$ cat src/rtl/core/srpf_mul.sv
// Shared 32x32 unsigned multiplier with a registered product.
// Depends on nothing but the clock.
`default_nettype none
module srpf_mul (
	input  wire logic        clk,
	input  wire logic [31:0] a,
	input  wire logic [31:0] b,
	output logic      [63:0] p
);
	logic [63:0] prod;

	assign prod = a * b;

	// product register
	always_ff @(posedge clk) begin
		p <= prod;
	end
endmodule
`default_nettype wire

$ cat config.mk
export PLATFORM = sky130hd
export DESIGN_NAME = srpf_mul
export DESIGN_NICKNAME = d
export VERILOG_FILES = /design/src/rtl/core/srpf_mul.sv
export SDC_FILE = /design/constraint.sdc
export NUM_CORES = 2
export LEC_CHECK = 0
export BUFFER_PORTS_ARGS = -buffer_cell sky130_fd_sc_hd__buf_4
export CAP_MARGIN = 0
export CELL_PAD_IN_SITES_DETAIL_PLACEMENT = 1
export CELL_PAD_IN_SITES_GLOBAL_PLACEMENT = 1
export CORE_MARGIN = 4
export CORE_UTILIZATION = 52
export DETAILED_ROUTE_END_ITERATION = 8
export GPL_TIMING_DRIVEN = 0
export PLACE_DENSITY = 0.82
export SYNTH_ARGS = -nofsm -noshare
export SYNTH_HDL_FRONTEND = slang
export SYNTH_SLANG_ARGS = --single-unit
$ cat constraint.sdc
create_clock -name clk -period 10.5 [get_ports clk]
set_clock_uncertainty 0.05 [all_clocks]
set_input_delay 1.05 -clock clk [delete_from_list [all_inputs] [get_ports clk]]
set_output_delay 1.05 -clock clk [all_outputs]
set_load 0.01 [all_outputs]
Word-level counts from Yosys, hierarchy flattened
Index checks and enable logic that the tools add are counted.
{ "word_totals": {"register_bits": 64, "input_bits": 65, "out_inout_bits": 64, "wordCells": 2} }
{ "op_classes": {"mul": 1} }
{ "op_table": {"columns": ["op", "count"], "rows": [
  ["32-bit by 32-bit multiplier with 64-bit output", 1]
]} }

Logic depth before layout (Yosys ltp)
{ "depth": {"word_depth": 1, "depth_mapped": 29} }

Worst setup path before layout
Ideal clock, no wire load.
{ "synth_timing": {"kind": "input-to-reg", "from": "in a[25]", "to": "reg p[62]", "t_arrival_ns": 7.726, "t_required_ns": 10.378, "path_slack_ns": 2.652, "stages": 25, "cell_sequence": "clkbuf_1 > nand2_1 > fa_1 > inv_1 > fa_1 > inv_1 > fa_1 > inv_1 > fa_1 > fa_1 > fa_1 > fa_1 > inv_1 > fa_1 > inv_1 > ha_1 > buf_2 > nand4_1 > or4_1 > or3_1 > a31oi_1 > a31o_2 > a211oi_1 > o21ai_1 > xor2_1"} }
{ "synth_via": {"elab_chain_len": 1} }
{ "synth_rtl": {"columns": ["element", "line_no", "text"], "rows": [
  ["from (decl)", "6", "input wire logic [31:0] a,"],
  ["32-bit by 32-bit multiplier with 64-bit output", "12", "assign prod = a * b;"],
  ["net prod[62]", "10", "logic [63:0] prod;"],
  ["to (signal assigned)", "16", "p <= prod;"],
  ["to (decl)", "8", "output logic [63:0] p"]
]} }
The timed path passes the listed nets, and every way through them passes these cells.

Worst setup path in the final report
{ "layout_timing": {"from": "in a[16]", "to": "reg p[62]"} }
The elaborated chain is that of the path after synthesis.

==> key figures <==
STA
  • Tmin final: ~9300 ps
  • Setup TNS: 0 ps
  • Final setup vio count: 0
  • Final slew viol count: 0
  • Final clock period utilization by the worst path: 0.8817
  • Rel. slew slack: 0.1298
  • RSZ-0062 raised after global routing: no
  • Slew @ Worst Pin: approximately 1300 ps
  • Max Clk Rate: about 110 MHz
  • Final hold violation count: 0

Final layout
  • Syn-to-layout area delta: 6.919%
  • Final Net Count: between 5000 and 6000
  • Biggest register: p
  • Share of cells above drive strength 1: 0.04229
  • Fillers: approximately 7700
  • Number of flip-flops in the largest register: between 60 and 70
  • Largest regs: p: 64 flops
  • Commonest non-fill, non-tap cells in the layout: fa_1, inv_1, and2_1, nand2_1, ha_1
  • Commonest non-fill, non-tap cell in the layout: fa_1

Clock network
  • Clk sinks: 64
  • CTS tree: done
  • TritonCTS buffer count: 9
  • Worst-path clk slew: ~60 ps
  • Clk buf depth: 2
  • Hold_buf cts: 0
  • Clock Tree Root: clkbuf_16
  • Post-CTS resize count: 0
  • Max H-tree Level: 3
  • Total setup buffers inserted after CTS: 0

Worst hold path
  • Hold Crit Class: input port to register

Setup path
  • Crit path DAT: ~9500 ps
  • Crit end category: register
  • Peak per-stage delay on the critical path: 920 ps
  • Crit-path slowest cell: clkbuf_1
  • CP Cell Sequence: buf_4 -> clkbuf_1 -> and2_1 -> fa_1 -> fa_1 -> inv_1 -> fa_1 -> fa_1 -> inv_1 -> fa_1 -> fa_1 -> fa_1 -> fa_1 -> ha_1 -> buf_2 -> nand4_1 -> or4_1 -> or3_1 -> a31oi_1 -> a31o_2 -> a211oi_1 -> o21ai_1 -> xor2_1
  • Most frequent CP cell: fa_1
  • Buf+Inv Stages, Crit Path: 5
  • WS Path Type: input port to register
  • Critical Path Fanout Max: 10
  • CP Launch Type: input port
  • CP delay by family, top: adder cells
  • WP data required: between 10000 and 15000 ps

Route
  • Final wirelength: between 100000 and 150000 microns
  • WL/cell: approximately 28 microns
  • DRT Pass-1 Iters: 5
  • Met1 WL: around 45000 microns
  • Wire length on met3: between 10000 and 15000 microns
  • 1st-iter DRT viols: around 2100
  • DR DRC count: 0
  • Vias: roughly 28000
  • Top Metal Used: met5
  • Antenna Violating Nets Remaining: 0
  • Met2 wire len: ~62000 microns
  • DR vias/cell: between 5 and 6

Floorplanning
  • # rows: 94
  • Chip width: around 270 microns
  • Core Region: about 0.066 sq mm
  • Ports: around 130
  • Die area: between 0.07 and 0.08 sq mm
  • Initial Util: 0.5258
  • Die Y-Extent: approximately 270 microns

Placed design
  • Port Buffers: between 100 and 150
  • Placer congestion estimate: 1.040
  • HPWL Detailed: 115700 microns

Yosys
  • Synth cell types: 56
  • Mean post-synth cell area: around 9.2 sq um
  • Cells after synthesis: between 3000 and 4000
  • EDFF count, synth: 0
  • Sequential-to-total area share from yosys stat: 0.03700
  • Synthesized cell area: roughly 0.035 sq mm
  • Yosys reg bits: between 60 and 70
  • Main synth FF type: dfxtp_1
  • Async set-or-reset flop fraction in the synthesized netlist: 0
  • Syn Nets: about 5000
  • Yosys warning count: 0

GRT
  • Largest net degree at the start of global routing: 14
  • Total GRT Usage: 0.3803
  • Vias in the first global route: between 30000 and 40000
  • Global-route wire length before repair: roughly 200000 microns
  • GRT overflow: 0
  • Antenna violations before repair: 12

Status
  • Status: finished clean

Job
  • Max-cap violations: 0
[worst paths after layout]
path	start	endpoint	slack, ps	depth (start not counted)
worst max-delay path	a[16]	p[62]	1240	23
worst min-delay path	b[0]	p[0]	930	2
[metal layers]
layer / global-route usage / vias to the layer above
met5: 0 / -
met4: 0.3068 / 6
met3: 0.07526 / 581
met2: 0.6190 / 1496
met1: 0.4384 / 14610
li1: - / 11170
[logic make-up (layout without fill, tap and decap cells)]
| kind of cell | count (synthesis) | after routing | share of synthesized area |
|---|---|---|---|
| multiplexers | 1 | 1 | 0.0002891 |
| other | 0 | 11 | 0 |
| adder cells (fa/ha/maj) | 1159 | 1159 | 0.6130 |
| flip-flops | 64 | 64 | 0.03700 |
| XOR/XNOR | 59 | 59 | 0.01492 |
| AO/OA/AOI/OAI | 205 | 205 | 0.03917 |
| buffers and inverters | 1090 | 1234 | 0.1185 |
| AND/OR/NAND/NOR | 1180 | 1180 | 0.1771 |
[final cells by class]
class | instances | area [sq um] | area share
Multi-Input combinational cell | 2604 | 29240 | 0.7898
Clock buffer | 9 | 225.2 | 0.006083
Timing Repair Buffer | 128 | 960.9 | 0.02595
Sequential cell | 64 | 1281 | 0.03460
Inverter | 863 | 3239 | 0.08749
Clock inverter | 7 | 101.3 | 0.002737
Buffer | 227 | 864.6 | 0.02335
Tap cell | 864 | 1081 | 0.02920
Antenna cell | 11 | 27.53 | 0.0007434
[synthesized netlist by cell type (14+ instances only)]
cell,number,area [sq um]
clkbuf_1,215,807.0
xnor2_1,33,289.0
ha_1,263,3291
o21ai_0,28,140.1
nor2_1,21,78.83
and3_1,14,87.58
nand4_1,24,150.1
and2_1,603,3772
fa_1,896,17940
inv_1,863,3239
a21o_1,37,277.8
dfxtp_1,64,1281
xor2_1,26,227.7
nand2_1,478,1794
a21oi_1,68,340.3
[per-stage QoR]
stage	area [sq um]	instances	setup WS, ps	utilization	hold WS (ps)
finish	37030	4777	1242	0.5622	927.4
global placement	36670	4750	1056	0.5568	1286
global route	37000	4767	931.0	0.5618	937.8
floorplan	34630	3758	2652	-	1127
CTS	37000	4766	1321	0.5617	916.2
detailed placement	36670	4750	984.3	0.5568	1285
Power is not shown: default switching activity piles up to over one toggle a cycle in this logic, so the estimate is an artifact.
