<file path="src/rtl/core/srpf_pkg.sv">
// Package for the short-range pair force unit: formats, register codes,
// reset values and the control structs shared by the datapath units.
// No dependencies.
`default_nettype none
package srpf_pkg;

	localparam int FRAC_BITS = 24;
	localparam int POS_W     = 32;
	localparam int ACC_W     = 48;
	localparam int Q_W       = FRAC_BITS + 1;
	localparam int SUM_W     = 40;
	localparam int CNT_W     = 32;
	localparam int CFG_IDX_W = 2;

	// register indexes
	localparam logic [CFG_IDX_W-1:0] REG_CUTOFF   = 2'd0;
	localparam logic [CFG_IDX_W-1:0] REG_MIN_R    = 2'd1;
	localparam logic [CFG_IDX_W-1:0] REG_INV_MASS = 2'd2;

	localparam logic [POS_W-1:0] CUTOFF_RESET = 32'd1593836;
	localparam logic [POS_W-1:0] MIN_R_RESET  = 32'd15938;
	localparam logic [POS_W-1:0] INV_M_RESET  = 32'd23967671;

	// divider geometry
	localparam int DIV_NUM_W = 128;
	localparam int DIV_DEN_W = 96;
	localparam int DIV_QUO_W = 64;
	localparam int DIV_CNT_W = 7;
	localparam logic [DIV_CNT_W-1:0] FORCE_STEPS = DIV_CNT_W'(ACC_W);
	localparam logic [DIV_CNT_W-1:0] RATIO_STEPS = DIV_CNT_W'(FRAC_BITS + 1);
	localparam logic [DIV_QUO_W-1:0] MAG_CAP     = DIV_QUO_W'(1) << (ACC_W - 1);

	typedef struct packed {
		logic                 start;
		logic [DIV_CNT_W-1:0] steps;
	} div_req_t;

	typedef struct packed {
		logic done;
		logic ovf;
	} div_stat_t;

endpackage
`default_nettype wire

</file>
<file path="src/rtl/core/srpf_div.sv">
// Restoring shift-subtract divider, one quotient bit per cycle.
// The caller gives the step count; ovf flags a quotient too wide for it.
// Depends on srpf_pkg.
`default_nettype none
module srpf_div import srpf_pkg::*; (
	input  wire logic                 clk,
	input  wire logic                 arst_n,
	input  wire div_req_t             req,
	input  wire logic [DIV_NUM_W-1:0] num,
	input  wire logic [DIV_DEN_W-1:0] den,
	output div_stat_t                 stat,
	output logic      [DIV_QUO_W-1:0] quo
);
	logic                 busy_q;
	logic [DIV_CNT_W-1:0] cnt_q;
	logic                 done_q;
	logic                 ovf_q;
	logic [DIV_DEN_W-1:0] rem_q;
	logic [DIV_NUM_W-1:0] low_q;
	logic [DIV_QUO_W-1:0] quo_q;
	logic [DIV_NUM_W-1:0] head;
	logic [DIV_CNT_W:0]   low_sh;
	logic [DIV_DEN_W:0]   rem_t;
	logic                 fit;

	assign head   = num >> req.steps;
	assign low_sh = (DIV_CNT_W + 1)'(DIV_NUM_W) - {1'b0, req.steps};
	assign rem_t  = {rem_q, low_q[DIV_NUM_W-1]};
	assign fit    = rem_t >= {1'b0, den};

	// control
	always_ff @(posedge clk or negedge arst_n) begin
		if (!arst_n) begin
			busy_q <= 1'b0;
			cnt_q  <= '0;
			done_q <= 1'b0;
		end else begin
			done_q <= 1'b0;
			if (req.start) begin
				busy_q <= 1'b1;
				cnt_q  <= req.steps;
			end else if (busy_q) begin
				cnt_q <= cnt_q - 1'b1;
				if (cnt_q == DIV_CNT_W'(1)) begin
					busy_q <= 1'b0;
					done_q <= 1'b1;
				end
			end
		end
	end

	// datapath; den is held by the caller for the whole run
	always_ff @(posedge clk) begin
		if (req.start) begin
			ovf_q <= head >= {{(DIV_NUM_W-DIV_DEN_W){1'b0}}, den};
			rem_q <= head[DIV_DEN_W-1:0];
			low_q <= num << low_sh;
			quo_q <= '0;
		end else if (busy_q) begin
			low_q <= {low_q[DIV_NUM_W-2:0], 1'b0};
			if (fit) begin
				rem_q <= DIV_DEN_W'(rem_t - {1'b0, den});
				quo_q <= {quo_q[DIV_QUO_W-2:0], 1'b1};
			end else begin
				rem_q <= rem_t[DIV_DEN_W-1:0];
				quo_q <= {quo_q[DIV_QUO_W-2:0], 1'b0};
			end
		end
	end

	assign stat.done = done_q;
	assign stat.ovf  = ovf_q;
	assign quo       = quo_q;
endmodule
`default_nettype wire

</file>
<file path="config.mk">
export PLATFORM = sky130hd
export DESIGN_NAME = srpf_div
export DESIGN_NICKNAME = d
export VERILOG_FILES = /design/src/rtl/core/srpf_pkg.sv /design/src/rtl/core/srpf_div.sv
export SDC_FILE = /design/constraint.sdc
export NUM_CORES = 2
export LEC_CHECK = 0
export BUFFER_PORTS_ARGS = -buffer_cell sky130_fd_sc_hd__clkbuf_2
export CORE_ASPECT_RATIO = 1.4
export CORE_MARGIN = 2
export CORE_UTILIZATION = 50
export CTS_CLUSTER_SIZE = 20
export DETAILED_ROUTE_END_ITERATION = 8
export PLACE_DENSITY = 0.68
export RECOVER_POWER = 100
export SETUP_SLACK_MARGIN = 0.5
export SLEW_MARGIN = 0
export SYNTH_ARGS = -nofsm -noshare
export SYNTH_HDL_FRONTEND = slang
export SYNTH_SLANG_ARGS = --single-unit
</file>
<file path="constraint.sdc">
create_clock -name clk -period 16.3 [get_ports clk]
set_input_delay 1.63 -clock clk [delete_from_list [all_inputs] [get_ports clk]]
set_output_delay 1.63 -clock clk [all_outputs]
set_load 0.005 [all_outputs]
</file>
Word level (Yosys, flattened, before mapping)
Index checks and enable logic that the tools add are counted.
{"block": "op_classes", "add_sub_neg": 3, "magnitude_cmp": 2, "n_eq_ne": 1, "n_shift": 2, "muxes": 14, "reduce_logical": 1}
{"operator": "2-to-1 mux 96 bit", "count": 3}
{"operator": "2-to-1 mux 128 bit", "count": 2}
{"operator": ">= comparator 128 x 96 -> 1 bit", "count": 1}
{"operator": "<< shifter 128 x 8 -> 128 bit", "count": 1}
{"operator": ">> shifter 128 x 7 -> 128 bit", "count": 1}
{"operator": ">= comparator 97 x 96 -> 1 bit", "count": 1}
{"operator": "subtractor 96 bit", "count": 1}
{"operator": "2-to-1 mux 7 bit", "count": 2}
{"operator": "subtractor 8 x 7 -> 8 bit (first input constant)", "count": 1}
{"operator": "== test 7 x 1 -> 1 bit (second input constant)", "count": 1}
{"operator": "2-to-1 mux 1 bit", "count": 7}
{"operator": "subtractor 7 x 1 -> 7 bit (second input constant)", "count": 1}
{"operator": "nonzero test 2 bit", "count": 1}
{"block": "word_totals", "register_bits": 298, "out_inout_bits": 66}

Longest topological paths before layout
{"block": "depth", "ltp_word": 4, "depth_mapped": 24}

Worst setup path before layout
Ideal clock, no wire load.
{"block": "synth_path", "path_type": "input to register", "start": "input req[7] (netlist bit)", "end": "register low_q[0] (enable)", "setup_ns": 0.575, "t_arrival_ns": 6.877, "required_ns": 15.725, "path_slack_ns": 8.848, "cell_stages": 5, "path_buffers": 3, "cell_sequence": "clkbuf_1 buf_1 clkbuf_1 nor2_1 inv_1"}
{"block": "synth_via", "elab_chain_cells": 1}
{"item": "start: declaration", "line_no": "srpf_div.sv:8", "source": "input wire div_req_t req,"}
{"item": "nonzero test 2 bit (no source line)"}
{"item": "end signal: assignment", "line_no": "srpf_div.sv:57", "source": "low_q <= num << low_sh;"}
{"item": "end signal: assignment", "line_no": "srpf_div.sv:60", "source": "low_q <= {low_q[DIV_NUM_W-2:0], 1'b0};"}
{"item": "end: declaration", "line_no": "srpf_div.sv:19", "source": "logic [DIV_NUM_W-1:0] low_q;"}
No other way between the ends.
A chain may end at the register's enable or synchronous reset.

Worst setup path in the final report
{"block": "layout_path", "start": "input req[7] (netlist bit)", "end": "register rem_q[7], data pin"}
{"block": "layout_via", "elab_chain_cells": 1}
{"item": "2-to-1 mux 96 bit", "line_no": "srpf_div.sv:54", "source": "if (req.start) begin"}
{"item": "end signal: assignment", "line_no": "srpf_div.sv:56", "source": "rem_q <= head[DIV_DEN_W-1:0];"}
{"item": "end signal: assignment", "line_no": "srpf_div.sv:62", "source": "rem_q <= DIV_DEN_W'(rem_t - {1'b0, den});"}
{"item": "end signal: assignment", "line_no": "srpf_div.sv:65", "source": "rem_q <= rem_t[DIV_DEN_W-1:0];"}
{"item": "end: declaration", "line_no": "srpf_div.sv:18", "source": "logic [DIV_DEN_W-1:0] rem_q;"}
No other way between the ends.

==> out/qor.csv <==
stage;metric;value;unit
outcome;outcome;finished with violations;
outcome;failing checks;max-capacitance violations, max-slew violations;
cts;H-tree lvl count;2;
global_route;M1 GR Usage;0.446;
die;Die Wd;239;um
timing;setup slack after layout;4900;ps
place;Buffers on Ports;299;
yosys;syn nets;5140;
yosys;mapped cell area;38500;sq um
cts;clk_lat worst skew;610;ps
timing;Final Cycle Share;0.700;
cts;clock-pin slew on the worst setup and hold paths;60;ps
yosys;Top FF cell, synth;edfxtp_1;
critical_path;CP bufs+invs;3;
finish;# nets final;5141;
timing;Final Slew Violations;722;
cts;Post-CTS Setup Inserts;0;
timing;Worst Tran Pin Value;4790;ps
yosys;top-area cell type share of the netlist area;0.176;
yosys;Cells after Synth;4710;
die;Initial Utilization;0.504;
timing;setup_tns;0;ps
yosys;Synth cell types;92;
critical_path;CP Class;in -> reg;
power_and_ir_drop;Leak;0.0180;uW
global_route;antenna violations before repair;25;
critical_path;Crit path max-delay family;buffers and inverters;
cts;Inserted Clock Buffers;36;
critical_path;CP endpoint kind;flip-flop;
critical_path;CP Max Fanout;104;
global_route;global routing met3 resource utilization;0.0516;
routing;vias;38500;
yosys;asr flop ratio synth;0.0302;
place;GPL Wtd Cong;1.04;
die;DIE HEIGHT;332;um
timing;worst relative slew slack;-2.21;
cts;Post-CTS Hold Buffers;0;
routing;total wire length after detailed routing;156000;um
global_route;grt total ovfl;0;
finish;Area Growth Syn to Fin;7.11;%
flow_run;Max Cap Violations;11;
critical_path;crit-path cells;clkbuf_1 > clkinvlp_2 > clkbuf_1 > mux2_1;
critical_path;slowest cell on the critical path;clkinvlp_2;
global_route;grt peak-use layer;met2;
routing;routed length per instance;27.3;um
cts;TritonCTS clock tree;done;
place;Final HPWL DP;120000;um
cts;clk sinks;298;
global_route;met2 Resource Use GR;0.623;
die;full die area;79300;sq um
critical_path;Worst EP required;16630;ps
worst_hold_path;worst hold path class;reg -> reg;
routing;DRT Pass-1 Iters;8;
cts;Clock Path Buffers;3;
routing;First DRT Iteration DRCs;4100;
critical_path;CP dominant cell by count;clkbuf_1;
place;pre-CTS setup slack;7830;ps
die;# rows;120;
global_route;vias in the first global route;36900;
timing;Hold Fails Final Rpt;0;
power_and_ir_drop;Cell Pwr Density;119;nW/um^2
yosys;largest cells by area after synthesis;edfxtp_1 18%, mux4_2 14%, mux2i_1 9.1%, nand2_1 8.6%, ha_1 6.3%;
power_and_ir_drop;Worst VDD drop;0.102;mV
global_route;All-Layer GR Usage;0.386;
timing;Layout Skew;41.9;ps
global_route;first-pass GRT wire length;231000;um
routing;Vias/cell;6.72;
yosys;Yosys reg bits;298;
finish;share of cells above drive strength 1;0.152;
timing;Hold WS;505;ps
cts;Root Driver;clkbuf_16;
critical_path;Worst setup SP type;input port;
timing;fin crit period;11400;ps
cts;CTS resizes;0;
timing;unrepaired setup endpoints after global routing;false;
finish;most common cell after layout, fill and taps aside;nand2_1;
yosys;Yosys warnings;0;
finish;most frequent cells in the layout;883 x nand2_1, 457 x nor2_1, 349 x mux2i_1;
die;I/O pins;300;
timing;Final Setup Violations;0;
routing;DRC errors left;0;
critical_path;Worst Path Arrival;11730;ps
routing;antenna viol nets, final;0;
global_route;largest net degree at the start of global routing;135;
timing;Max Fclk;87.7;MHz
yosys;Post-synth EDFFs;225;
yosys;post-synth top area cell;edfxtp_1;
die;core area;76400;sq um
yosys;Avg Cell Area, Syn;8.17;sq um
yosys;sequential area share after synthesis;0.215;
critical_path;Worst path max stage delay;4860;ps
registers in the layout (all words and copies together), names as in the netlist:
name    count
low_q     128
rem_q      96
done_q      1
quo        64
busy_q      1
ovf_q       1
cnt_q       7
stage by stage:
stage | instance area [sq um] | util | total power (uW) | std cells
final | 41200 | 0.540 | 4900 | 5733
after global routing | 41200 | 0.539 | 5180 | 5731
after CTS | 41300 | 0.540 | 4830 | 5709
after detailed placement | 40200 | 0.525 | 3990 | 5649
after global placement | 40200 | 0.525 | 3980 | 5649
after floorplan | 38500 | - | 3230 | 4710
where the power goes:
group	internal, uW	total (uW)	switching [uW]
sequential	1050	1140	97.0
clock	454	818	364
combinational	1090	2940	1840
total	2590	4900	2300
routing by layer:
layer	up-vias	part of all wire
li1	17500	-
met1	18400	0.36
met2	2115	0.46
met3	571	0.074
met4	2	0.11
met5	-	0.00019
cells in the mapped netlist (30+ instances only):
master and instances:
a21o_1 90, a21oi_1 325, a31oi_1 45, buf_1 82
buf_2 51, clkbuf_1 231, dfxtp_1 64, edfxtp_1 225
ha_1 195, inv_1 151, mux2_2 88, mux2i_1 349
mux4_2 234, nand2_1 883, nand3_1 60, nand4_1 64
nor2_1 458, nor3_1 41, o211ai_1 74, o21a_1 45
o21ai_0 310, o21ai_1 30, o221ai_1 41, o22ai_1 33
o2bb2ai_1 61, xnor2_1 54, xor2_1 35
logic make-up (layout without fill, tap and decap cells):
logic type               count (synthesis)  after routing  share of synthesized area
buffers and inverters                  544            567                     0.0580
XOR/XNOR                                89             89                     0.0202
adder cells (fa/ha/maj)                196            196                     0.0639
flip-flops                             298            298                      0.215
AND/OR/NAND/NOR                       1666           1666                      0.183
multiplexers                           672            672                      0.254
AO/OA/AOI/OAI                         1245           1245                      0.207
other                                    0             24                          0
final cells by class:
class                   instances  area, sq um
diodes                         24         60.1
clock buffers                  47         1000
fillers                      7375        35200
inverters                     154          588
multi-input cells            3868        28100
clock inverters                13          134
well taps                     976         1220
repair buffers                353         1860
flip-flops and latches        298         8270
final timing paths:
check	slack (ps)	cells after the start	end	startpoint
setup / recovery	4900	4	rem_q[7]	req[7]
hold / removal	500	2	low_q[77]	low_q[76]
setup reg to reg	8260	3	low_q[11]	busy_q
hold reg to reg	500	2	low_q[77]	low_q[76]
max in group asynchronous	14880	1	busy_q	arst_n
min in group asynchronous	1010	1	cnt_q[0]	arst_n
tightest hold or removal path, cell delays in order (launching register included):
cell	delay [ps]
edfxtp_1	310
nand2_1	50
o221ai_1	50
No activity file was read; power rests on OpenSTA's default activity.
