## config.mk

```make
export PLATFORM = sky130hd
export DESIGN_NAME = srpf_sqrt
export DESIGN_NICKNAME = d
export VERILOG_FILES = /design/src/rtl/core/srpf_sqrt.sv
export SDC_FILE = /design/constraint.sdc
export NUM_CORES = 1
export LEC_CHECK = 0
export BUFFER_PORTS_ARGS = -buffer_cell sky130_fd_sc_hd__buf_2
export CELL_PAD_IN_SITES_DETAIL_PLACEMENT = 2
export CELL_PAD_IN_SITES_GLOBAL_PLACEMENT = 2
export CORE_ASPECT_RATIO = 1.75
export CORE_MARGIN = 8
export CORE_UTILIZATION = 34
export DETAILED_ROUTE_END_ITERATION = 10
export GPL_TIMING_DRIVEN = 0
export PLACE_DENSITY_LB_ADDON = 0.1
export SLEW_MARGIN = 30
export SYNTH_ARGS = -nofsm -noshare
export SYNTH_HDL_FRONTEND = slang
export SYNTH_SLANG_ARGS = --single-unit
```

## constraint.sdc

```tcl
create_clock -name clk -period 2.9 [get_ports clk]
set_input_delay 0.145 -clock clk [delete_from_list [all_inputs] [get_ports clk]]
set_output_delay 0.145 -clock clk [all_outputs]
set_load 0.03 [all_outputs]
```

## src/rtl/core/srpf_sqrt.sv

```systemverilog
// Integer square root of a 64-bit value, one result bit per cycle.
// Standalone; used up to twice per pair by the top level.
`default_nettype none
module srpf_sqrt (
	input  wire logic        clk,
	input  wire logic        arst_n,
	input  wire logic        start,
	input  wire logic [63:0] operand,
	output logic             done,
	output logic      [31:0] root
);
	logic        busy_q;
	logic [4:0]  cnt_q;
	logic [63:0] rad_q;
	logic [33:0] rem_q;
	logic [31:0] root_q;
	logic        done_q;
	logic [35:0] rem_t;
	logic [35:0] trial;
	logic        fit;

	assign rem_t = {rem_q, rad_q[63:62]};
	assign trial = {2'b00, root_q, 2'b01};
	assign fit   = rem_t >= trial;

	// control
	always_ff @(posedge clk or negedge arst_n) begin
		if (!arst_n) begin
			busy_q <= 1'b0;
			cnt_q  <= '0;
			done_q <= 1'b0;
		end else begin
			done_q <= 1'b0;
			if (start) begin
				busy_q <= 1'b1;
				cnt_q  <= '0;
			end else if (busy_q) begin
				cnt_q <= cnt_q + 5'd1;
				if (cnt_q == 5'd31) begin
					busy_q <= 1'b0;
					done_q <= 1'b1;
				end
			end
		end
	end

	// two radicand bits per step
	always_ff @(posedge clk) begin
		if (start) begin
			rad_q  <= operand;
			rem_q  <= '0;
			root_q <= '0;
		end else if (busy_q) begin
			rad_q <= {rad_q[61:0], 2'b00};
			if (fit) begin
				rem_q  <= 34'(rem_t - trial);
				root_q <= {root_q[30:0], 1'b1};
			end else begin
				rem_q  <= rem_t[33:0];
				root_q <= {root_q[30:0], 1'b0};
			end
		end
	end

	assign done = done_q;
	assign root = root_q;
endmodule
`default_nettype wire

```

[After elaboration in Yosys (flattened, before gate mapping)]
Cells that the tools add are included.
W data, S select, Z words.
Word-level totals
  register bits after elaboration: 137
  logic and storage cells: 23
  input bits: 67
Operators by class
  equality and inequality tests: 1
  add/sub/neg operators: 2
  order comparisons: 1
  mux-type cells: 12
  reductions and logical operators: 1
Operators by type and width (count)
  $mux W64: 2
  $ge A36 B34 Y1: 1
  $mux W34: 1
  $sub A34 B34 Y34: 1
  $mux W5: 2
  $mux W1: 7
  $add A5 B1 Y5 const B: 1
  $eq A5 B5 Y1 const B: 1
  $reduce_bool A2 Y1: 1

[Longest topological paths before layout]
Gate-level depths: netlist of the first run.
  depth after elaboration: 4
  depth in mapped cells: 13
  gate-level depth less buffers: 10

[Least setup slack after synthesis of the first run]
Ideal clock, no wire load.
  path kind: reg-to-reg
  from: reg root_q[16] (netlist: root[16])
  to: reg rem_q[7]
  setup time: 0.088 ns
  cell stages (with the launch flop): 13
  setup slack: -0.179 ns
  arrival time: 2.991 ns
  clock period less this slack: 3.079 ns
  cells stage by stage: dfxtp_1 > inv_1 > ha_1 > buf_2 > nand4_2 > or4_1 > nor4_1 > a2111oi_0 > a21oi_1 > o21ba_1 > clkbuf_2 > or3_1 > a311oi_2
Between the ends
  word-level cells in the longest chain between the ends: 2
RTL lines
  start, declared: line 16  | logic [31:0] root_q;
  start signal, assigned: line 57  | root_q <= {root_q[30:0], 1'b1};
  start signal, assigned: line 60  | root_q <= {root_q[30:0], 1'b0};
  $ge A36 B34 Y1: line 24  | assign fit = rem_t >= trial;
  $mux W34: line 55  | if (fit) begin
  end signal, assigned: line 56  | rem_q <= 34'(rem_t - trial);
  end signal, assigned: line 59  | rem_q <= rem_t[33:0];
  end, declared: line 15  | logic [33:0] rem_q;
No other way between the ends.
A chain may end at the register's enable or synchronous reset.

[Worst setup path in the final report of the first run]
  from: reg root_q[2] (netlist: root[2])
  to: reg rem_q[4]
Between the ends
  word-level cells in the longest chain between the ends: 2
  elaborated cells between the ends (all ways): 3
RTL lines (line)
  $sub A34 B34 Y34 or $ge A36 B34 Y1 (tied branches): 56, 24
  $mux W34 *: 55
Mark *: on every way between the ends. The rest lies on a longest branch, timed or not.

==> results of run 1 <==
==> layout by cell type (no fill, tap or decap), types with 5 or more instances in the layout <==
| master | n |
|---|---|
| edfxtp_1 | 64 |
| dlygate4sd3_1 | 16 |
| ha_1 | 8 |
| nor2_1 | 76 |
| mux2_2 | 62 |
| clkbuf_1 | 21 |
| buf_4 | 49 |
| ha_4 | 27 |
| a311oi_1 | 9 |
| a21o_1 | 19 |
| buf_2 | 99 |
| buf_6 | 8 |
| a311oi_2 | 14 |
| nand2_1 | 54 |
| o21a_1 | 7 |
| a21oi_2 | 5 |
| dfxtp_1 | 38 |
| and2_1 | 5 |
| nand4_1 | 7 |
| a31oi_1 | 5 |
| dfxtp_4 | 5 |
| dfrtp_1 | 7 |
| mux2i_1 | 35 |
| a21oi_1 | 23 |
| xor2_1 | 12 |
| nand2b_1 | 6 |
| a41oi_1 | 9 |
| xnor2_1 | 20 |
| nand3_1 | 6 |
| a211oi_1 | 5 |
| o21ai_0 | 12 |
| clkbuf_16 | 18 |
| o211ai_1 | 5 |
| buf_1 | 7 |
| inv_1 | 37 |
| nor3b_1 | 7 |
| dfxtp_2 | 23 |
| nor3_1 | 5 |
| o21ai_1 | 8 |
==> area by class of cell <==
cell class | count | share of cell area
multi-input cells | 520 | 0.431
flip-flops and latches | 137 | 0.336
repair buffers | 166 | 0.103
clock buffers | 19 | 0.0420
well taps | 296 | 0.0359
plain buffers | 37 | 0.0230
inverters | 41 | 0.0149
clock inverters | 13 | 0.0140
==> power by group through the flow <==
| stage | Sequential [mW] | Combinational (mW) | Clock (mW) |
|---|---|---|---|
| floorplan | 2.51 | 3.13 | 0 |
| global route | 2.62 | 6.57 | 2.32 |
| finish | 2.59 | 6.11 | 2.20 |
| global placement | 2.56 | 4.17 | 0 |
| detailed placement | 2.57 | 4.31 | 0 |
| CTS | 2.59 | 5.29 | 2.26 |
==> what timing repair did <==
| item | CTS | global route |
|---|---|---|
| hold buffers | 16 | 0 |
| gates cloned | 1 | 1 |
| pin swaps | 21 | 36 |
| setup buffers | 26 | 24 |
| endpoints found under the hold margin | 22 | 0 |
| setup endpoints to repair | 99 | 34 |
| gates resized for setup | 104 | 55 |
==> worst max-delay path by stage <==
stage                end  startpoint  cells past startpoint  slack [ns]
3_5_place_dp    rem_q[5]    root[20]                     12       -0.69
5_1_grt        rem_q[11]     root[2]                     13       -0.11
4_1_cts        rem_q[17]    root[25]                     12      -0.007
3_3_place_gp   rad_q[40]      busy_q                      4       -0.64
2_1_floorplan   rem_q[7]    root[17]                     12       -0.04
6_report        rem_q[4]     root[2]                     13       -0.02
==> state kept, by name (all words and copies together), names as in the netlist <==
signal	count
done	1
rad_q	64
cnt_q	5
busy_q	1
rem_q	34
root	32
==> routing by layer <==
| layer | wire (µm) | vias up |
|---|---|---|
| li1 | - | 3043 |
| met1 | 9220 | 3231 |
| met3 | 983 | 57 |
| met5 | 0 | - |
| met2 | 15400 | 132 |
| met4 | 929 | 0 |
==> cell families after synthesis <==
logic type / synth area share
and+or+nand+nor: 0.120
DFF: 0.454
buffers and inverters: 0.0437
AOI/OAI and AO/OA: 0.145
xor gates and xnor gates: 0.0372
muxes: 0.141
adders and majority gates: 0.0598
==> critical path, stage by stage (launching register included) <==
cell and delay (ns):
dfxtp_2 0.35, inv_2 0.05, ha_4 0.28, nand4_1 0.15, or4_4 0.56, nor4_4 0.32, a2111oi_4 0.06, a21oi_2 0.14
buf_4 0.13, o21bai_4 0.12, buf_8 0.17, buf_6 0.16, nand2_2 0.07, a311oi_2 0.25
==> metrics by stage <==
stage / utilization / worst slack [ns] / power (mW)
after floorplan: - / -0.0436 / 5.64
after global placement: 0.383 / -0.644 / 6.74
after detailed placement: 0.383 / -0.687 / 6.89
after CTS: 0.449 / -0.00683 / 10.1
after global routing: 0.469 / -0.113 / 11.5
final: 0.469 / -0.0168 / 10.9
==> impl_metrics.tcl, run 1 <==
set metrics [dict create \
    status "finished, violations left" \
    violations "negative setup slack" \
    cts_buffers 17 \
    rr_endpoint "rem_q[4]" \
    dp_hpwl_mm 18.7 \
    drt_iter0_markers 186 \
    yosysWarnings 0 \
    initial_core_util 0.343 \
    drt_first_pass_iters 4 \
    synthArstFlopShare 0.0511 \
    yosys.area.top_type "edfxtp_1" \
    synth_top_area_share 0.255 \
    switching_share 0.398 \
    vias 6463 \
    slew_headroom 0.384 \
    seqCellArea_um2 3470 \
    synthCells 740 \
    ys_ff_latch 137 \
    grt_use_met1 0.180 \
    htree_levels 4 \
    place_congestion 0.843 \
    worstReg2RegStart "root[2]" \
    synth_common_cells "nor2_1 (77), dfxtp_1 (66), edfxtp_1 (64)" \
    rows 72 \
    synth_fp_nets 843 \
    p_leak_nw 4.35 \
    multi_input_area_um2 4440 \
    crit_type "flop to flop" \
    p_clk_frac 0.202 \
    die_area_um2 27400 \
    end_kind "flop" \
    grt_max_degree 33 \
    yosysMostFrequentCell "nor2_1" \
    reg2reg_depth 13 \
    fin_crit_ns 2.92 \
    rsz0062_at_grt "yes" \
    switchingPower_mw 4.34 \
    diodes 0 \
    coreArea_um2 22000 \
    globalRouteOverflowTotal 0 \
    hold_path_depth 2 \
    wl_per_cell_um 21.6 \
    avgSynthCellArea_um2 10.2 \
    cap_viol_max_count 0 \
    timing.final.ws_setup_ns -0.0168 \
    fin_area_um2 10300 \
    worstMarginPinSlew_ns 0.925 \
    hold_violations 0 \
    grt_pass1_wl_mm 40.9 \
    layout-drive-gt1-share 0.394 \
    io_buffers 99 \
    grt_pass1_vias 7500 \
    slew_violations 0 \
    stdcell_count 1229 \
    fmax_ghz 0.343 \
    synthFlopType "dfxtp_1" \
    nFillCells 2314 \
    dpl_cell_area_um2 8420 \
    min_period_over_period 1.01 \
    fin_skew_ns 0.00669 \
    grt-busiest-layer "met2" \
    antenna_found_initial 0 \
    min_path_type "input port to flop" \
    clk_path_buf_depth 2 \
    power_density_nw_per_um2 1060 \
    r2r_setup_slack_ns -0.02 \
    worstHoldEndpoint "rad_q[24]" \
    clkSinkCount 137 \
    clk_pin_slew_ns 0.07 \
    clk_latency_ns 0.44 \
    fin_setup_tns_ns -0.0353 \
    grt.total_usage 0.197 \
    area_growth_pct 36.7 \
    die_x_um 129 \
    holdWs_ns 0.0167 \
    setup-violations-final 5 \
    cp-start-kind "flop" \
    internal_power_mw 6.56 \
    root_buffer "clkbuf_16" \
    yosysUniqueCellTypes 58 \
    use_met3 0.0458 \
    placedCellCount 1135 \
    use_met2 0.392 \
    nets 1023 \
    die_height_um 213 \
    hp-start "operand[24]" \
    synth.area.top_cells "edfxtp_1 (26%), dfxtp_1 (18%), mux2_2 (9.3%)" \
    ys_seq_area_frac 0.454 \
    crit_arrival_ns 3.25 \
    ant_nets 0 \
    p_comb_frac 0.561 \
    synth_area_um2 7540 \
    synth_edf_count 64 \
    route.detailed.drc 0 \
    crit_path_max_fanout 7 \
    routed_via_density 5.26 \
    seqPwrFrac 0.238 \
    totalWireLength_mm 26.5 \
    cts_tree "yes" \
    ir_drop_mv 0.467 \
    required_ns 3.24 \
    pin_count 100 \
]
(Power assumes the default switching activity.)
==> run 2: changes to the inputs <==
- CORE_MARGIN: 8 -> default
- REMOVE_ABC_BUFFERS: default -> 1
==> run 2 against run 1 <==
  * The run still ends with negative setup slack left
  * Total power down 4.8%
  * Worst hold slack got worse by 0.0027 ns
  * Count of clock-buffer cells in the layout stayed put
  * Sequential share of layout area grew 0.46 points
  * Fmax down 1.1%
  * Critical path type unchanged
==> impl_metrics.tcl, run 2 (synthesis results as in run 1) <==
set metrics [dict create \
    grt.total_usage 0.207 \
    crit_arrival_ns 3.29 \
    cap_viol_max_count 0 \
    globalRouteOverflowTotal 0 \
    rr_endpoint "rem_q[7]" \
    dp_hpwl_mm 14.8 \
    routed_via_density 5.23 \
    layout_commonest_cell "buf_2" \
    coreArea_um2 21600 \
    placedCellCount 1093 \
    ir_drop_mv 0.434 \
    place_congestion 0.811 \
    io_buffers 99 \
    end_kind "flop" \
    fin_setup_tns_ns -0.0550 \
    pin_count 100 \
    initial_core_util 0.349 \
    critical_path.startpoint "root[17]" \
    die_area_um2 22800 \
    slew_violations 0 \
    die_x_um 115 \
    slowest_stage "or4_4" \
    slew_headroom 0.419 \
    clk_path_buf_depth 2 \
    power_density_nw_per_um2 1020 \
    violations "negative setup slack" \
    nFillCells 2241 \
    path_depth 11 \
    ant_nets 0 \
    area_growth_pct 34.8 \
    crit_path_max_fanout 3 \
    fin_area_um2 10200 \
    nets 994 \
    antenna_found_initial 0 \
    grt_pass1_vias 6961 \
    cp-start-kind "flop" \
    top_register "rad_q" \
    rsz0062_at_grt "yes" \
    utilization 0.471 \
    root_buffer "clkbuf_16" \
    grt_pass1_wl_mm 35.9 \
    layout-drive-gt1-share 0.385 \
    stdcell_count 1195 \
    p_leak_nw 4.29 \
    holdWs_ns 0.0140 \
    wl_per_cell_um 19.2 \
    crit_end "rem_q[7]" \
    drt_iter0_markers 152 \
    clkSinkCount 137 \
    route.detailed.drc 0 \
    status "finished, violations left" \
    diodes 0 \
    cp_cell_sequence "inv_2 > ha_4 > nand4_4 > or4_4 > nor4_4 > a2111oi_4 > a21oi_2 > o21ba_4 > buf_16 > or3_4 > a311oi_2" \
    r2r_setup_slack_ns -0.05 \
    timing.final.ws_setup_ns -0.0486 \
    dpl_cell_area_um2 8390 \
    setup-violations-final 2 \
    hold_violations 0 \
    min_path_type "input port to flop" \
    crit_type "flop to flop" \
    largest_reg_flops 64 \
    clk_latency_ns 0.44 \
    die_height_um 199 \
    vias 6255 \
    totalWireLength_mm 22.9 \
    drt_first_pass_iters 4 \
    rows 71 \
    path_delay_family "simple AND/OR/NAND/NOR gates" \
    critPathBufInv 2 \
    layout_common_cells "buf_2 (98), nor2_1 (77), edfxtp_1 (64), mux2_2 (62), nand2_1 (59)" \
    reg2reg_depth 11 \
    pre_cts_slack_ns -0.704 \
    cts_buffers 17 \
    cpPeakStageDelay_ns 0.55 \
    fin_skew_ns 0.0126 \
    clk_pin_slew_ns 0.06 \
    grt_max_degree 72 \
    htree_levels 4 \
    worstReg2RegStart "root[17]" \
    min_period_over_period 1.02 \
    worstMarginPinSlew_ns 0.872 \
    fin_crit_ns 2.95 \
    total_power_mw 10.4 \
    fmax_ghz 0.339 \
    required_ns 3.25 \
    cts_tree "yes" \
]
-- run 2: metal layers --
metal  GRT usage  vias to the layer above  part of all wire
met3      0.0460                       51             0.033
met5           0                        -                 0
met1       0.198                     3090              0.36
met4      0.0972                        0             0.038
met2       0.407                      126              0.57
li1            -                     2988                 -
-- run 2: how the worst min path moves through the flow --
stage | start | endpoint | slack, ns | cells past startpoint
after floorplan | arst_n | busy_q | -0.15 | 0
after global placement | arst_n | done | -0.02 | 1
after detailed placement | arst_n | done | -0.008 | 1
after CTS | operand[15] | rad_q[15] | 0.0004 | 2
after global routing | operand[14] | rad_q[14] | 0.003 | 2
final | operand[14] | rad_q[14] | 0.01 | 2
-- run 2: layout make-up --
cell class,instances,area (µm²),area share
Multi-Input combinational cell,519,4380,0.431
Sequential cell,137,3460,0.341
Timing Repair Buffer,175,1240,0.122
Clock buffer,19,433,0.0426
Tap cell,292,365,0.0360
Inverter,41,154,0.0151
Clock inverter,12,126,0.0124
-- run 2: timing repair --
action	in CTS	in global routing
hold endpoints to repair	27	0
gates resized for setup	101	29
endpoints found under the setup margin	35	23
buffers inserted	29	21
gates cloned	1	0
hold buffers	21	0
pin swaps	25	34
-- run 2: report_power, final --
part | switching, mW | internal (mW) | leakage, nW | total, mW
clock network | 0.864 | 1.26 | 0.265 | 2.12
logic | 2.97 | 2.71 | 2.70 | 5.68
registers | 0.242 | 2.33 | 1.33 | 2.57
